[config.mk]
export PLATFORM = sky130hd
export DESIGN_NAME = duty_cycle_meter_top
export DESIGN_NICKNAME = d
export VERILOG_FILES = /design/src/rtl/dcm_pkg.sv /design/src/rtl/duty_cycle_meter_top.sv /design/src/rtl/dcm_front.sv /design/src/rtl/dcm_fifo.sv /design/src/rtl/dcm_back.sv
export SDC_FILE = /design/constraint.sdc
export NUM_CORES = 1
export LEC_CHECK = 0
export ABC_AREA = 0
export BUFFER_PORTS_ARGS = -buffer_cell sky130_fd_sc_hd__buf_4
export CAP_MARGIN = 20
export CORE_AREA = 2 2 221 223
export CTS_CLUSTER_DIAMETER = 50
export DETAILED_ROUTE_END_ITERATION = 8
export DIE_AREA = 0 0 223 225
export GPL_TIMING_DRIVEN = 1
export HOLD_SLACK_MARGIN = 0.05
export MAX_ROUTING_LAYER = met4
export PLACE_DENSITY = 0.6
export SYNTH_ARGS = -nofsm -noshare
export SYNTH_HDL_FRONTEND = slang
export SYNTH_SLANG_ARGS = --single-unit
[constraint.sdc]
create_clock -name clk -period 6.03 [get_ports clk]
set_clock_uncertainty 0.05 [all_clocks]
set_input_delay 0.9045 -clock clk [delete_from_list [all_inputs] [get_ports clk]]
set_output_delay 0.9045 -clock clk [all_outputs]
set_load 0.005 [all_outputs]
[src/rtl/dcm_pkg.sv]
// package with payload types, widths and state codes of the duty cycle meter
`default_nettype none

package dcm_pkg;

    localparam int SAMPLE_W = 16;
    localparam int COUNT_W  = 24;
    localparam int FRAC_W   = 16;

    typedef struct packed {
        logic signed [SAMPLE_W-1:0] sample;
        logic                       last_sample;
    } sample_item_t;

    typedef struct packed {
        logic [FRAC_W-1:0]  duty_fraction;
        logic [COUNT_W-1:0] high_samples;
        logic [COUNT_W-1:0] period_samples;
        logic               overflow;
    } result_item_t;

    typedef struct packed {
        logic [COUNT_W-1:0] high_len;
        logic [COUNT_W-1:0] period_len;
        logic               overflow;
    } div_job_t;

    typedef enum logic [1:0] {
        PH_SEEK_FIRST = 2'd0,
        PH_SEEK_FALL  = 2'd1,
        PH_SEEK_RISE  = 2'd2
    } phase_t;

    typedef enum logic {
        BK_IDLE = 1'b0,
        BK_DIV  = 1'b1
    } back_state_t;

endpackage

`default_nettype wire

[src/rtl/duty_cycle_meter_top.sv]
// top level of the duty cycle meter
//
// input channel: push with sample_item (sample, last_sample); a request is taken
// at a clock edge with push high and full low. one sample per cycle is taken
// as long as the job queue has room.
// result channel: result holds the oldest result while empty is low; it is
// taken at a clock edge with pop high and empty low.
// a result is made at every rise after a rise and a fall were found; the
// period is at least two samples, so results come at most every other sample.
// each result runs through a bit-serial divider that forms FRAC_W quotient bits;
// the divider takes a new job only after its last result is in the output
// register, so short bursts of periods wait in the job queue (JOB_DEPTH
// entries), and full rises when it fills.
// when the receiver stalls the finished result waits in the output register,
// the divider holds its answer and the job queue fills up behind it.
// last_sample ends a stream: phase, counters and flag clear after that sample.
// reset clears the phase, counters, queue and output valid flag; no clearing pass
`default_nettype none

module duty_cycle_meter_top
    import dcm_pkg::*;
#(
    parameter int JOB_DEPTH = 4
)
(
    input  wire logic         clk,
    input  wire logic         rst_n,
    input  wire logic         push,
    output logic              full,
    input  wire sample_item_t sample_item,
    output logic              empty,
    input  wire logic         pop,
    output result_item_t      result
);

    logic     accept;
    logic     job_push;
    div_job_t job_in;
    div_job_t job_out;
    logic     job_pop;
    logic     job_empty;

    assign accept = push && !full;

    dcm_front u_front (
        .clk      (clk),
        .rst_n    (rst_n),
        .accept   (accept),
        .item     (sample_item),
        .job_push (job_push),
        .job      (job_in)
    );

    dcm_fifo #(
        .DEPTH (JOB_DEPTH)
    ) u_fifo (
        .clk     (clk),
        .rst_n   (rst_n),
        .wr_en   (job_push),
        .wr_data (job_in),
        .rd_en   (job_pop),
        .rd_data (job_out),
        .full    (full),
        .empty   (job_empty)
    );

    dcm_back u_back (
        .clk       (clk),
        .rst_n     (rst_n),
        .job_avail (!job_empty),
        .job       (job_out),
        .job_pop   (job_pop),
        .result    (result),
        .empty     (empty),
        .pop       (pop)
    );

endmodule

`default_nettype wire

[src/rtl/dcm_front.sv]
// front end: edge detection, period and high length counters, job issue
`default_nettype none

module dcm_front
    import dcm_pkg::*;
(
    input  wire logic         clk,
    input  wire logic         rst_n,
    input  wire logic         accept,
    input  wire sample_item_t item,
    output logic              job_push,
    output div_job_t          job
);

    localparam logic [COUNT_W-1:0] COUNT_MAX = '1;

    phase_t                      phase_reg, phase_next;
    logic signed [SAMPLE_W-1:0]  prev_reg, prev_next;
    logic                        prev_valid_reg, prev_valid_next;
    logic [COUNT_W-1:0]          cnt_reg, cnt_next;
    logic [COUNT_W-1:0]          high_reg, high_next;
    logic                        sat_reg, sat_next;

    logic rise, fall;

    assign rise = item.sample > prev_reg;
    assign fall = item.sample < prev_reg;

    // next phase
    always_comb
    begin
        phase_next = phase_reg;
        if (accept)
        begin
            if (prev_valid_reg)
            begin
                unique case (phase_reg)
                    PH_SEEK_FALL:
                    begin
                        if (fall)
                            phase_next = PH_SEEK_RISE;
                    end
                    PH_SEEK_RISE:
                    begin
                        if (rise)
                            phase_next = PH_SEEK_FALL;
                    end
                    default:
                    begin
                        phase_next = rise ? PH_SEEK_FALL : PH_SEEK_FIRST;
                    end
                endcase
            end
            if (item.last_sample)
                phase_next = PH_SEEK_FIRST;
        end
    end

    // counters, job issue
    always_comb
    begin
        logic [COUNT_W-1:0] cnt_base;
        logic               sat_base;
        cnt_base        = cnt_reg;
        sat_base        = sat_reg;
        high_next       = high_reg;
        prev_next       = prev_reg;
        prev_valid_next = prev_valid_reg;
        job_push        = 1'b0;
        job.high_len    = high_reg;
        job.period_len  = cnt_reg;
        job.overflow    = sat_reg;
        if (accept && prev_valid_reg)
        begin
            unique case (phase_reg)
                PH_SEEK_FALL:
                begin
                    if (fall)
                        high_next = cnt_reg;
                end
                PH_SEEK_RISE:
                begin
                    if (rise)
                    begin
                        job_push = 1'b1;
                        cnt_base = '0;
                        sat_base = 1'b0;
                    end
                end
                default:
                begin
                    if (rise)
                    begin
                        cnt_base  = '0;
                        sat_base  = 1'b0;
                        high_next = '0;
                    end
                end
            endcase
        end
        cnt_next = cnt_base;
        sat_next = sat_base;
        if (accept && prev_valid_reg &&
            (phase_next == PH_SEEK_FALL || phase_next == PH_SEEK_RISE || item.last_sample))
        begin
            if (cnt_base == COUNT_MAX)
                sat_next = 1'b1;
            else
                cnt_next = cnt_base + COUNT_W'(1);
        end
        if (accept)
        begin
            prev_next       = item.sample;
            prev_valid_next = 1'b1;
            if (item.last_sample)
            begin
                prev_next       = '0;
                prev_valid_next = 1'b0;
                cnt_next        = '0;
                high_next       = '0;
                sat_next        = 1'b0;
            end
        end
    end

    always_ff @(posedge clk or negedge rst_n)
    begin
        if (!rst_n)
        begin
            phase_reg      <= PH_SEEK_FIRST;
            prev_reg       <= '0;
            prev_valid_reg <= 1'b0;
            cnt_reg        <= '0;
            high_reg       <= '0;
            sat_reg        <= 1'b0;
        end
        else
        begin
            phase_reg      <= phase_next;
            prev_reg       <= prev_next;
            prev_valid_reg <= prev_valid_next;
            cnt_reg        <= cnt_next;
            high_reg       <= high_next;
            sat_reg        <= sat_next;
        end
    end

endmodule

`default_nettype wire

[src/rtl/dcm_fifo.sv]
// short job queue between front end and divider
`default_nettype none

module dcm_fifo
    import dcm_pkg::*;
#(
    parameter int DEPTH = 4
)
(
    input  wire logic     clk,
    input  wire logic     rst_n,
    input  wire logic     wr_en,
    input  wire div_job_t wr_data,
    input  wire logic     rd_en,
    output div_job_t      rd_data,
    output logic          full,
    output logic          empty
);

    localparam int PTR_W = (DEPTH > 1) ? $clog2(DEPTH) : 1;
    localparam int CNT_W = $clog2(DEPTH + 1);
    localparam logic [PTR_W-1:0] LAST_PTR = PTR_W'(DEPTH - 1);

    div_job_t          slots_reg [DEPTH];
    logic [PTR_W-1:0]  wr_ptr_reg, wr_ptr_next;
    logic [PTR_W-1:0]  rd_ptr_reg, rd_ptr_next;
    logic [CNT_W-1:0]  count_reg, count_next;
    logic              do_wr, do_rd;

    assign full    = count_reg == CNT_W'(DEPTH);
    assign empty   = count_reg == '0;
    assign do_wr   = wr_en && !full;
    assign do_rd   = rd_en && !empty;
    assign rd_data = slots_reg[rd_ptr_reg];

    always_comb
    begin
        wr_ptr_next = wr_ptr_reg;
        rd_ptr_next = rd_ptr_reg;
        count_next  = count_reg;
        if (do_wr)
            wr_ptr_next = (wr_ptr_reg == LAST_PTR) ? '0 : wr_ptr_reg + PTR_W'(1);
        if (do_rd)
            rd_ptr_next = (rd_ptr_reg == LAST_PTR) ? '0 : rd_ptr_reg + PTR_W'(1);
        if (do_wr && !do_rd)
            count_next = count_reg + CNT_W'(1);
        else if (do_rd && !do_wr)
            count_next = count_reg - CNT_W'(1);
    end

    always_ff @(posedge clk)
    begin
        if (do_wr)
            slots_reg[wr_ptr_reg] <= wr_data;
    end

    always_ff @(posedge clk or negedge rst_n)
    begin
        if (!rst_n)
        begin
            wr_ptr_reg <= '0;
            rd_ptr_reg <= '0;
            count_reg  <= '0;
        end
        else
        begin
            wr_ptr_reg <= wr_ptr_next;
            rd_ptr_reg <= rd_ptr_next;
            count_reg  <= count_next;
        end
    end

endmodule

`default_nettype wire

[src/rtl/dcm_back.sv]
// back end: bit-serial duty divider and result register
`default_nettype none

module dcm_back
    import dcm_pkg::*;
(
    input  wire logic     clk,
    input  wire logic     rst_n,
    input  wire logic     job_avail,
    input  wire div_job_t job,
    output logic          job_pop,
    output result_item_t  result,
    output logic          empty,
    input  wire logic     pop
);

    localparam int STEP_W = $clog2(FRAC_W + 1);
    localparam logic [STEP_W-1:0] STEP_LAST = STEP_W'(FRAC_W);

    back_state_t         state_reg, state_next;
    logic [COUNT_W-1:0]  rem_reg, rem_next;
    logic [COUNT_W-1:0]  div_reg, div_next;
    logic [FRAC_W-1:0]   quot_reg, quot_next;
    logic [STEP_W-1:0]   step_reg, step_next;
    logic [COUNT_W-1:0]  high_reg, high_next;
    logic                ovf_reg, ovf_next;
    logic                res_valid_reg, res_valid_next;
    result_item_t        res_reg, res_next;

    logic                slot_free;
    logic                done;
    logic [COUNT_W:0]    shifted;
    logic [COUNT_W:0]    diff;
    logic                ge;

    assign slot_free = !res_valid_reg || pop;
    assign done      = step_reg == STEP_LAST;
    assign shifted   = {rem_reg, 1'b0};
    assign diff      = shifted - {1'b0, div_reg};
    assign ge        = shifted >= {1'b0, div_reg};
    assign empty     = !res_valid_reg;
    assign result    = res_reg;

    // next state
    always_comb
    begin
        state_next = state_reg;
        unique case (state_reg)
            BK_IDLE:
            begin
                if (job_avail)
                    state_next = BK_DIV;
            end
            BK_DIV:
            begin
                if (done && slot_free)
                    state_next = BK_IDLE;
            end
            default:
            begin
                state_next = BK_IDLE;
            end
        endcase
    end

    // datapath and outputs
    always_comb
    begin
        rem_next       = rem_reg;
        div_next       = div_reg;
        quot_next      = quot_reg;
        step_next      = step_reg;
        high_next      = high_reg;
        ovf_next       = ovf_reg;
        res_next       = res_reg;
        res_valid_next = res_valid_reg;
        job_pop        = 1'b0;
        if (pop && res_valid_reg)
            res_valid_next = 1'b0;
        unique case (state_reg)
            BK_IDLE:
            begin
                if (job_avail)
                begin
                    job_pop   = 1'b1;
                    rem_next  = job.high_len;
                    div_next  = job.period_len;
                    high_next = job.high_len;
                    ovf_next  = job.overflow;
                    quot_next = '0;
                    step_next = '0;
                    // zero period gives zero, a full period saturates
                    if (job.period_len == '0)
                        step_next = STEP_LAST;
                    else if (job.high_len >= job.period_len)
                    begin
                        quot_next = '1;
                        step_next = STEP_LAST;
                    end
                end
            end
            BK_DIV:
            begin
                if (!done)
                begin
                    rem_next  = ge ? diff[COUNT_W-1:0] : shifted[COUNT_W-1:0];
                    quot_next = {quot_reg[FRAC_W-2:0], ge};
                    step_next = step_reg + STEP_W'(1);
                end
                else if (slot_free)
                begin
                    res_next.duty_fraction  = quot_reg;
                    res_next.high_samples   = high_reg;
                    res_next.period_samples = div_reg;
                    res_next.overflow       = ovf_reg;
                    res_valid_next          = 1'b1;
                end
            end
            default:
            begin
                job_pop = 1'b0;
            end
        endcase
    end

    always_ff @(posedge clk)
    begin
        rem_reg  <= rem_next;
        div_reg  <= div_next;
        quot_reg <= quot_next;
        high_reg <= high_next;
        ovf_reg  <= ovf_next;
        res_reg  <= res_next;
    end

    always_ff @(posedge clk or negedge rst_n)
    begin
        if (!rst_n)
        begin
            state_reg     <= BK_IDLE;
            step_reg      <= '0;
            res_valid_reg <= 1'b0;
        end
        else
        begin
            state_reg     <= state_next;
            step_reg      <= step_next;
            res_valid_reg <= res_valid_next;
        end
    end

endmodule

`default_nettype wire

==> Word level (Yosys, flattened, before mapping) <==
Memory sizes are Yosys's and may differ from the RTL's.
Cells that the tools add are included.
{ "word_totals": {"ff_bits": 236, "ram_bits": 196, "output_inout_bits": 67, "elab_cells": 129, "n_memories": 1} }
{ "memory_table": {"columns": ["name", "depth", "word_bits", "rd", "rd_ports_with_merged_regs", "wr", "line", "text"], "rows": [
  ["u_fifo.slots_reg", 4, 49, 1, 0, 1, "dcm_fifo.sv:24", "div_job_t slots_reg [DEPTH];"]
]} }
{ "op_classes": {"n_addsub": 7, "order_cmp": 4, "eq_ne": 11, "mux": 60, "n_bitwise": 2, "n_reduce_logical": 23} }
{ "op_table": {"columns": ["cell", "n"], "rows": [
  ["two-way mux 24 bit", 15],
  ["one-hot mux 24 bit (2 select lines)", 2],
  ["two-way mux 16 bit", 5],
  ["one-hot mux 16 bit (2 select lines)", 1],
  [">= comparator 25 x 24 -> 1 bit", 1],
  ["adder 24 x 1 -> 24 bit, second input constant", 1],
  ["== test 24 bit, second input constant", 1],
  [">= comparator 24 bit", 1],
  ["zero test 24 bit", 1],
  ["subtractor 24 bit", 1],
  ["two-way mux 1 bit", 21],
  ["two-way mux 5 bit", 4],
  ["greater-than comparator 16 bit", 1],
  ["less-than comparator 16 bit", 1],
  ["two-way mux 2 bit", 7],
  ["one-hot mux 5 bit (2 select lines)", 1],
  ["logical AND 1 bit", 9],
  ["== test 2 bit, second input constant", 4],
  ["two-way mux 3 bit", 2],
  ["adder 5 x 1 -> 5 bit, second input constant", 1],
  ["== test 5 bit, second input constant", 1],
  ["zero test 1 bit", 5],
  ["adder 2 x 1 -> 2 bit, second input constant", 2],
  ["== test 2 x 1 -> 1 bit, second input constant", 2],
  ["12 further kinds", 17]
]} }

==> Depth between registers and ports, before layout <==
{ "depth": {"ltp_word": 13, "mapped_depth": 18, "depth_no_buf": 15} }

==> Hierarchy <==
Synthesis repeated with hierarchy kept, for this count alone.
{ "hier_totals": {"hier_cells": 1379, "area_unflattened_um2": 19488.7} }
{ "modules_own_cells": {"columns": ["module", "n_inst", "cells_each", "area_each_um2"], "rows": [
  ["dcm_back", 1, 577, 7557.2],
  ["dcm_fifo", 1, 294, 7500.9],
  ["dcm_front", 1, 506, 4413.0],
  ["duty_cycle_meter_top", 1, 2, 17.5]
]} }

==> Worst setup path before layout <==
Ideal clock, no wire load.
{ "synth_path": {"kind": "register -> register", "from": "register u_back.state_reg", "to": "register u_back.res_reg, in the netlist u_back.result[0] (enable)", "setup_time_ps": 489, "t_arrival_ps": 3995, "slack_ps": 1496, "stages_incl_launch_ff": 6, "path_buffers": 3, "period_less_slack_ps": 4534, "cell_sequence": "dfrtp_1 -> clkbuf_1 -> clkbuf_1 -> clkbuf_1 -> nand2_1 -> nor2_1"} }
{ "synth_between": {"elab_chain_len": 1} }
{ "synth_lines": {"columns": ["item", "line", "text"], "rows": [
  ["from (decl)", "dcm_back.sv:20", "back_state_t state_reg, state_next;"],
  ["from (signal assigned)", "dcm_back.sv:146", "state_reg <= state_next;"],
  ["AND reduction 3 bit (no source line)", null, null],
  ["to (signal assigned)", "dcm_back.sv:133", "res_reg <= res_next;"],
  ["to (decl)", "dcm_back.sv:28", "result_item_t res_reg, res_next;"]
]} }
Every way passes these cells.
A chain may end at the register's enable or synchronous reset.

==> metrics.md <==
| Metric | Value |
|---|---|
| Critical path arrival | roughly 4.7 ns |
| Max Root-Sink Buffers | 3 |
| Clk slew on worst S/H paths | 0.06 ns |
| Pleak | a little over 8 nW |
| Synth area leaders | edfxtp_1 (56%), dfrtp_1 (11%), mux4_2 (5.7%), ha_1 (5.0%), nand2_1 (2.6%) |
| I/O pin count | 88 |
| Fin. Hold Viols | 0 |
| Routing usage on met3 | ~2.6% |
| Yosys top cell area share | between 50% and 60% |
| Met1 usage in global routing | 21.7% |
| Dominant cell type by area after synthesis | edfxtp_1 |
| Final HPWL from detailed placement | 26000 um |
| Total gr overflow | 0 |
| Most used routing layer | met2 |
| Largest net degree at the start of global routing | 65 |
| TritonCTS buffer count | 50 |
| IO buf count | 87 |
| Most common cell in the netlist | edfxtp_1 |
| Slew Viols, Final | 0 |
| FP Rows | 80 |
| GPL Wtd Cong | 0.904 |
| Post-Syn Area | about 19000 um2 |
| PD cells | 507 nW/um2 |
| Worst-Skew Late Latency | 0.57 ns |
| WP buf/inv | 2 |
| Synthesized area per cell | 14.2 um2 |
| Initial antenna violation count | 0 |
| CTS Root Cell | clkbuf_16 |
| Post-CTS setup buffers | 0 |
| CTS tree | built |
| Vias in the first global route | roughly 11000 |
| Outcome | finished clean |
| # H-tree levels | 2 |
| Die Area | between 50000 and 60000 um2 |
| Setup crit end kind | flip-flop |
| CP Launch Type | flip-flop |
| Vias | about 11000 |
| Async SR Flop Fraction | between 10% and 20% |
| CP required | roughly 6.4 ns |
| Max-capacitance violation count | 0 |
| Crit path cell chain | buf_4 > mux4_2 > ha_1 > nand4_1 > nor4_1 > o41ai_1 > buf_4 > a32oi_1 > nor3b_2 > nand2b_1 |
| Most used DFF post-synth | edfxtp_1 |
| First-pass GRT wire length | around 64000 um |
| Sequential share of the synthesized area | roughly two thirds |
| CP most frequent cell | buf_4 |
| VDD IR max | roughly 0.00026 V |
| Filler cells | 4188 |
| DRC viols | 0 |
| YS warnings | 0 |
| Final net count | roughly 1500 |
| Comb pwr share | between 30% and 40% |
| DR pass1 iterations | 5 |
| Post-synth top cells | edfxtp_1 (350), nand2_1 (130), inv_1 (91) |
| CP max-delay cell | nor3b_2 |
| Wirelength per Cell | 19.4 um |
| Switching share of power | 33.5% |
| Min cycle time layout | ~4.3 ns |
| Antenna diodes | 0 |
| Worst-margin pin slew | 1.01 ns |
| Total Wirelength | 40500 um |
| Vias/cell | around 5.3 |
| Rel. slew slack | between 30% and 40% |
| Post-synth EDFFs | 350 |
| Syn nets | 1423 |
| Fmax | roughly 230 MHz |
| GRT met2 Usage | ~28% |
| Internal | between 7 and 8 mW |
| Initial Util | about two fifths |
| Cells after synthesis | roughly 1300 |
| Net Sw Power | roughly 3.7 mW |
| Peak fanout along the critical path | 28 |
| Initial DRC Count | 733 |
| # clock sinks | 432 |
| Cells after DPL | between 1500 and 2000 |
| Top delay family on crit path | simple AND/OR/NAND/NOR gates |
| Area after DPL | slightly above 20000 um2 |
| Chip width | 223 um |
| Clock share of power | ~28% |
| WS Path Type | flip-flop to flip-flop |
| Max reg flops | 196 |
| Register share of total power | between 30 and 40% |
| P&R area growth vs syn | 16.7% |
| DRT antenna net count | 0 |
| Tcrit/Tclk final | approximately 70% |
| Resized cells post-CTS | 0 |
| Final setup vio count | 0 |
| Die Span Y | around 230 um |
| RSZ-0062 raised after global routing | no |
| Slowest stage delay, CP | around 0.86 ns |
| Non-filler cells, final | between 2000 and 2500 |
| Hold_buf cts | 0 |
| Setup_tns | 0 ns |
| Design Area, Final | approximately 22000 um2 |
| Synthesized flop and latch total | approximately 430 |
| GR Util All Layers | between 10% and 20% |
| Hold Path Class | primary input to async pin |
| Area of the core | 47500 um2 |
| Final core occ | 46.2% |
| Distinct cells, synth | slightly above 70 |
| Fraction of layout cells with a size suffix above 1 | between 10% and 20% |
==> worst reg2reg max path: stages (launching register included) <==
cell and delay (ns):
dfrtp_4 0.80, buf_4 0.37, mux4_2 0.61, ha_1 0.35, nand4_1 0.10, nor4_1 0.28, o41ai_1 0.11, buf_4 0.15
a32oi_1 0.26, nor3b_2 0.86, nand2b_1 0.20
==> per-layer routing <==
metal	wire (um)	part of all wire, %
met2	19900	49
met3	1830	4.5
met5	0	0
met1	18000	45
met4	778	1.9
==> cell families (layout without fill, tap and decap cells) <==
kind of cell | after synthesis | count (layout) | share of synthesized area, %
DFF | 432 | 432 | 66.7
and+or+nand+nor | 361 | 361 | 9.30
AOI/OAI and AO/OA | 225 | 225 | 8.15
buffers and inverters | 144 | 287 | 3.02
adders and majority gates | 77 | 77 | 5.19
muxes | 67 | 67 | 6.78
xor gates and xnor gates | 19 | 19 | 0.883
==> area by class of cell <==
type	instances	area, um2	share of cell area, %
flip-flops and latches	432	12600	57.2
inverters	91	342	1.55
repair buffers	104	805	3.66
clock buffers	58	1320	6.02
multi-input cells	749	5770	26.2
clock inverters	34	409	1.86
well taps	615	769	3.50
==> power by group through the flow <==
stage	sequential [mW]	clock (mW)	combinational, mW
floorplan	4.20	0	2.74
global placement	4.38	0	3.63
detailed placement	4.39	0	3.70
CTS	4.33	3.22	3.71
global route	4.39	3.33	4.14
finish	4.32	3.14	3.68
==> layout by cell type, fill, tap and decap left out, types with 8 or more instances in the layout <==
cell,synthesis,final
edfxtp_1,350,350
nand2_1,130,130
buf_4,1,102
inv_1,91,90
dfrtp_1,82,79
ha_1,75,75
nor2_1,66,64
clkbuf_16,0,51
mux4_2,48,48
o21ai_0,46,46
nand3_1,35,35
a21oi_1,35,35
a21o_1,31,31
a22oi_1,25,25
nand4_1,20,20
and3_1,19,19
a31oi_1,18,18
nand2b_1,17,17
nor3_1,15,15
nor4_1,14,14
mux2i_1,14,14
o21a_1,12,12
xnor2_1,11,11
xor2_1,8,8
==> through the flow <==
stage / hold WS [ns] / power (mW) / worst slack, ns
2_1_floorplan: 0.350 / 6.94 / 1.50
3_3_place_gp: 0.354 / 8.01 / 1.48
3_5_place_dp: 0.355 / 8.08 / 1.25
4_1_cts: 0.195 / 11.3 / 1.64
5_1_grt: 0.221 / 11.9 / 1.46
6_report: 0.217 / 11.1 / 1.75
==> path summary, 6_finish.rpt <==
kind                                             startpoint                               to  slack (ns)  cells after the start
setup reg to reg           u_fifo.rd_ptr_reg[0]$_DFFE_PN0P_     u_back.quot_reg[0]$_DFFE_PP_        1.75                     10
hold / removal                                        rst_n  u_front.prev_reg[7]$_DFFE_PN0P_        0.22                      1
max in group asynchronous                             rst_n   u_front.high_reg[11]$_DFF_PN0_        4.52                      2
hold reg to reg                u_back.high_reg[3]$_DFFE_PP_      u_back.result[28]$_DFFE_PP_        0.37                      0
setup / recovery           u_fifo.rd_ptr_reg[0]$_DFFE_PN0P_     u_back.quot_reg[0]$_DFFE_PP_        1.75                     10
min in group clk               u_back.high_reg[3]$_DFFE_PP_      u_back.result[28]$_DFFE_PP_        0.37                      0
No activity file was read; power rests on OpenSTA's default activity.
